===== src/hdl/bitshuffle_transpose_top_assert.svh =====
// ---------------------------------------------------------------------------
// bitshuffle transpose assertion macros
// shared property forms for the checks at the end of the top level
// ---------------------------------------------------------------------------
`ifndef BITSHUFFLE_TRANSPOSE_TOP_ASSERT_SVH
`define BITSHUFFLE_TRANSPOSE_TOP_ASSERT_SVH

// same-cycle implication
`define BST_ASSERT_IMP(lbl, ante, cons) \
    lbl: assert property (@(posedge aclk) disable iff (!aresetn) (ante) |-> (cons)) \
        else $error("bst same-cycle check failed");

// next-cycle implication
`define BST_ASSERT_NXT(lbl, ante, cons) \
    lbl: assert property (@(posedge aclk) disable iff (!aresetn) (ante) |=> (cons)) \
        else $error("bst next-cycle check failed");

`endif


===== src/hdl/bst_pkg.sv =====
// ---------------------------------------------------------------------------
// bst_pkg
// constants, codes and types shared by the bitshuffle transpose block
// ---------------------------------------------------------------------------
package bst_pkg;

    localparam int MAX_WORDS  = 64;
    localparam int WORD_W     = 64;
    localparam int LANES      = 8;
    localparam int ADDR_W     = $clog2(MAX_WORDS);
    localparam int CNT_W      = $clog2(MAX_WORDS + 1);
    localparam int BYTE_AW    = ADDR_W + 3;
    localparam int GRP_W      = $clog2(MAX_WORDS / 2 + 1);
    localparam int GIDX_W     = $clog2(MAX_WORDS / 2);
    localparam int PROD_W     = 6 + GRP_W;
    localparam int CFG_IDX_W  = 2;
    localparam int CFG_DATA_W = 2;

    localparam logic [CFG_IDX_W-1:0] REG_ELEM_SIZE = 2'd0;
    localparam logic [CFG_IDX_W-1:0] REG_DIRECTION = 2'd1;

    localparam logic [1:0] ELEM_2B = 2'd0;
    localparam logic [1:0] ELEM_4B = 2'd1;
    localparam logic [1:0] ELEM_8B = 2'd2;

    typedef enum logic [1:0] {
        STATUS_OK       = 2'd0,
        STATUS_BAD_LEN  = 2'd1,
        STATUS_OVERFLOW = 2'd2
    } status_t;

    typedef enum logic [2:0] {
        ST_LOAD,
        ST_EMIT,
        ST_DRAIN,
        ST_PUT,
        ST_ERR
    } state_t;

    // read request handed to every lane
    typedef struct packed {
        logic              inv;
        logic [1:0]        lw;
        logic [GRP_W-1:0]  groups;
        logic [GIDX_W-1:0] g;
        logic [2:0]        b;
        logic [2:0]        k;
    } lane_ctl_t;

endpackage


===== src/hdl/bst_ram.sv =====
// ---------------------------------------------------------------------------
// bst_ram
// generic single write port ram with registered read
// ---------------------------------------------------------------------------
module bst_ram #(
    parameter int WIDTH = 64,
    parameter int DEPTH = 64
) (
    input  logic                     aclk,
    input  logic                     we,
    input  logic [$clog2(DEPTH)-1:0] waddr,
    input  logic [WIDTH-1:0]         wdata,
    input  logic                     re,
    input  logic [$clog2(DEPTH)-1:0] raddr,
    output logic [WIDTH-1:0]         rdata
);

    logic [WIDTH-1:0] mem [DEPTH];
    logic [WIDTH-1:0] rdata_reg;

    always_ff @(posedge aclk) begin
        if (we) begin
            mem[waddr] <= wdata;
        end
        if (re) begin
            rdata_reg <= mem[raddr];
        end
    end

    assign rdata = rdata_reg;

endmodule


===== src/hdl/bst_lane.sv =====
// ---------------------------------------------------------------------------
// bst_lane
// one bit lane: own copy of the block buffer; while rd_en is high it picks one bit per cycle
// ---------------------------------------------------------------------------
module bst_lane import bst_pkg::*; (
    input  logic              aclk,
    input  logic              wr_en,
    input  logic [ADDR_W-1:0] wr_addr,
    input  logic [WORD_W-1:0] wr_data,
    input  logic              rd_en,
    input  logic [2:0]        lane_idx,
    input  lane_ctl_t         ctl,
    output logic              bit_out
);

    logic [BYTE_AW-1:0] fwd_addr;
    logic [BYTE_AW-1:0] inv_addr;
    logic [BYTE_AW-1:0] byte_addr;
    logic [PROD_W-1:0]  plane;
    logic [WORD_W-1:0]  rd_data;
    logic [5:0]         sel_reg;
    logic [5:0]         sel_next;

    // forward: byte (g*8 + lane)*w + b of the block
    assign fwd_addr = ((BYTE_AW'(ctl.g) << 3) << ctl.lw)
                    + (BYTE_AW'(lane_idx) << ctl.lw)
                    + BYTE_AW'(ctl.b);
    // inverse: plane byte (b*8 + lane)*groups + g
    assign plane    = PROD_W'({ctl.b, lane_idx}) * PROD_W'(ctl.groups) + PROD_W'(ctl.g);
    assign inv_addr = plane[BYTE_AW-1:0];

    assign byte_addr = ctl.inv ? inv_addr : fwd_addr;
    assign sel_next  = {byte_addr[2:0], ctl.k};

    bst_ram #(
        .WIDTH (WORD_W),
        .DEPTH (MAX_WORDS)
    ) u_ram (
        .aclk  (aclk),
        .we    (wr_en),
        .waddr (wr_addr),
        .wdata (wr_data),
        .re    (rd_en),
        .raddr (byte_addr[BYTE_AW-1:3]),
        .rdata (rd_data)
    );

    always_ff @(posedge aclk) begin
        if (rd_en) begin
            sel_reg <= sel_next;
        end
    end

    assign bit_out = rd_data[sel_reg];

endmodule


===== config.mk =====
export PLATFORM = sky130hd
export DESIGN_NAME = bst_lane
export DESIGN_NICKNAME = d
export VERILOG_FILES = /design/src/hdl/bitshuffle_transpose_top_assert.svh /design/src/hdl/bst_pkg.sv /design/src/hdl/bst_ram.sv /design/src/hdl/bst_lane.sv
export SDC_FILE = /design/constraint.sdc
export NUM_CORES = 2
export LEC_CHECK = 0
export BUFFER_PORTS_ARGS = -buffer_cell sky130_fd_sc_hd__buf_4
export CAP_MARGIN = 10
export CORE_MARGIN = 3
export CORE_UTILIZATION = 50
export CTS_CLUSTER_DIAMETER = 30
export DETAILED_ROUTE_END_ITERATION = 7
export PLACE_DENSITY = 0.73
export SYNTH_ARGS = -nofsm -noshare
export SYNTH_HDL_FRONTEND = slang
export SYNTH_SLANG_ARGS = --single-unit
export TNS_END_PERCENT = 10

===== constraint.sdc =====
create_clock -name aclk -period 7.9 [get_ports aclk]
set_clock_uncertainty 0.1 [all_clocks]
set_input_delay 1.58 -clock aclk [delete_from_list [all_inputs] [get_ports aclk]]
set_output_delay 1.58 -clock aclk [all_outputs]
set_load 0.01 [all_outputs]

==> results.yml <==
floorplanning:
  start_util_pct: 50.4
  rows: 207
  die_w_um: 574
  core_region_area_sq_mm: 0.319
  fp.dieH_um: 574
  ios: 97
  die_area_sq_mm: 0.329
grt:
  grt_max_degree: 82
  antenna_found_initial: 18
  grt_pass1_wl_um: 630000
  grt_pass1_vias: 84500
  overflow: 0
  grt_usage_pct: 26.8
yosys:
  syn_nets: 7385
  synth_area_leader_cell: "edfxtp_1"
  synth_ff_type: "edfxtp_1"
  synth.avg_cell_area_sq_um: 22.2
  yosysUniqueCellTypes: 62
  synth_seq_cells: 4166
  yosys_warnings: 0
  synth_edf_count: 4166
  synthArstFlopShare_pct: 0
  syn_inst: 7239
  syn_area_sq_mm: 0.161
  synth_area_leaders: "edfxtp_1 78%, mux4_2 15%, mux2i_1 2.4%"
  synth_top_area_share_pct: 77.7
  yosysSeqAreaShare_pct: 77.7
timing:
  finalSetupViolations: 0
  timing_worst_slew_pin_value_ns: 1.44
  slew-limit-headroom_pct: 4.13
  maxSlewViolCount: 0
  grt_setup_unrepaired: "no"
  period_minus_slack_ns: 6.48
  setup_slack_ns: 1.42
  setup-tns-final_ns: 0
  final_min_period_over_clock_period_pct: 82.0
  finalHoldViolCount: 0
  max_freq_mhz: 154
  holdWs_ns: 0.748
worst_setup_path:
  timing.rr.start: "u_ram.mem[43][15]"
  cp_cell_sequence: "buf_4 -> mux4_2 -> mux4_2 -> mux4_2 -> buf_4"
  worstPathBufferInverterCount: 2
  critPathRequiredTime_ns: 6.22
  cpPeakStageDelay_ns: 1.27
  crit_type: "flip-flop to output pin"
  crit_top_cell: "mux4_2"
  critPathArrivalTime_ns: 4.80
  worstReg2RegEnd: "u_ram.rdata[15]"
  cp-end-kind: "output pin"
  cpMaxStageDelayCell: "edfxtp_1"
  crit_family: "multiplexers"
  start_kind: "flip-flop"
  r2r_cells: 5
  cp_max_fo: 9
  r2r_slack_ns: 5.92
placed_design:
  place_hpwl_um: 209000
  io_buffers: 96
  post-place-ws_ns: 0.586
  place_congestion: 0.809
cells_and_area:
  fillCellCount: 21300
  largest_reg_flops: 4096
  drive_above_1_share_pct: 29.4
  fin_util_pct: 59.2
  areaGrowthSynthToFinish_pct: 17.4
  final_cell_mix: "4166 x edfxtp_1, 1046 x mux4_2, 626 x clkbuf_16"
  final_common_cell: "edfxtp_1"
  fin_nets: 7950
routing:
  routedWlPerCell_um: 35.4
  routed_wl_um: 446000
  drc_errors: 0
  vias_per_cell: 6.60
  drtPass1Iterations: 6
  vias: 83100
  antenna_left: 0
  drt_iter0_markers: 13200
power_and_ir_drop:
  swShare_pct: 27.4
  p_seq_share_pct: 37.8
  irDropWorstVdd_mv: 0.362
  power_frac_comb_pct: 21.3
  p_leak_nw: 61.5
  switchingPower_mw: 18.2
  total_power_mw: 66.2
  p_int_mw: 48.0
  powerDensity_mw_per_mm2: 350
  pwr-share-clk_pct: 40.9
clocking:
  cts_resized: 0
  cts_max_level: 6
  cts_buffer_depth: 4
  clk_latency_ns: 0.95
  cts_root_buf: "clkbuf_16"
  cts_inserted_buffers: 608
  cts_setup_buffers: 0
  cts_tree: "yes"
  clkTransAtPathRegs_ns: 0.05
  clock_sinks: 4166
  hold_buffers: 0
worst_hold_path:
  hold_depth: 1
  hp-class: "input pin to flip-flop"
  min_to: "sel_reg[0]"
  hold_start: "ctl[0]"
run:
  maxCapViolCount: 0
outcome:
  status: "complete, no violations"
-- metrics by stage --
step,area (sq um),cells
floorplan,161000,7239
global placement,169000,11500
detailed placement,169000,11500
CTS,189000,12600
global route,189000,12600
finish,189000,12600
-- worst register-to-register path, cell delays in order, from the launching register on --
cell and delay (ns):
edfxtp_1 0.40, mux4_2 0.48, mux2i_1 0.18, mux2i_1 0.10, o22ai_1 0.29, nor3_1 0.12
-- kinds of logic (layout without fill, tap and decap cells) --
kind of cell | Yosys count | after routing | synth area share (%)
compound gates | 176 | 176 | 0.776
flops | 4166 | 4166 | 77.7
buf+inv | 404 | 1463 | 1.25
fa+ha+maj | 50 | 50 | 0.472
xor+xnor | 8 | 8 | 0.0521
other cells | 0 | 10 | 0
mux | 1440 | 1440 | 17.1
simple gates | 995 | 995 | 2.69
-- synthesized netlist by cell type, types with 4 or more instances --
cell type	number
o211ai_1	64
ha_1	32
buf_1	40
nand2b_1	4
nor2b_1	8
inv_1	20
xnor2_1	6
clkbuf_1	87
edfxtp_1	4166
nand2_1	412
and3_1	65
and2_1	14
nor3_1	67
nand3_1	133
buf_6	22
buf_2	225
mux4_2	1046
o21ai_0	13
a211oi_1	9
buf_4	8
o22ai_1	65
mux2i_1	391
nor2_1	266
nand3b_1	4
fa_1	18
-- per-layer routing --
metal / share of wire (%) / GRT usage, % / vias up
met5: 0.013 / 0 / -
met1: 35 / 36.2 / 43800
met4: 5.1 / 11.6 / 8
met3: 13 / 6.85 / 1276
li1: - / - / 31600
met2: 47 / 41.9 / 6412
-- cell type report --
type / instances / area [sq um] / share of cell area, %
clock buffers: 680 / 15900 / 8.39
clock inverters: 424 / 4670 / 2.47
multi-input cells: 2669 / 34500 / 18.2
repair buffers: 339 / 3550 / 1.87
well taps: 4284 / 5360 / 2.83
diodes: 10 / 25.0 / 0.0132
flip-flops and latches: 4166 / 125000 / 66.1
inverters: 20 / 75.1 / 0.0397
-- worst max path at each step --
stage / from / endpoint / depth (start not counted)
floorplan: wr_addr[3] / u_ram.mem[48][0] / 4
global placement: ctl[4] / u_ram.rdata[29] / 20
detailed placement: ctl[4] / u_ram.rdata[29] / 21
CTS: sel_reg[1] / bit_out / 5
global route: ctl[4] / u_ram.rdata[29] / 21
finish: sel_reg[1] / bit_out / 5
-- power groups by stage --
stage	clock network, mW	logic (mW)	registers, mW
finish	27.1	14.1	25.0
global route	28.2	14.9	25.0
CTS	27.3	14.1	25.0
detailed placement	0	13.8	25.4
global placement	0	13.6	25.4
floorplan	0	9.70	25.3
(Power assumes the default switching activity.)
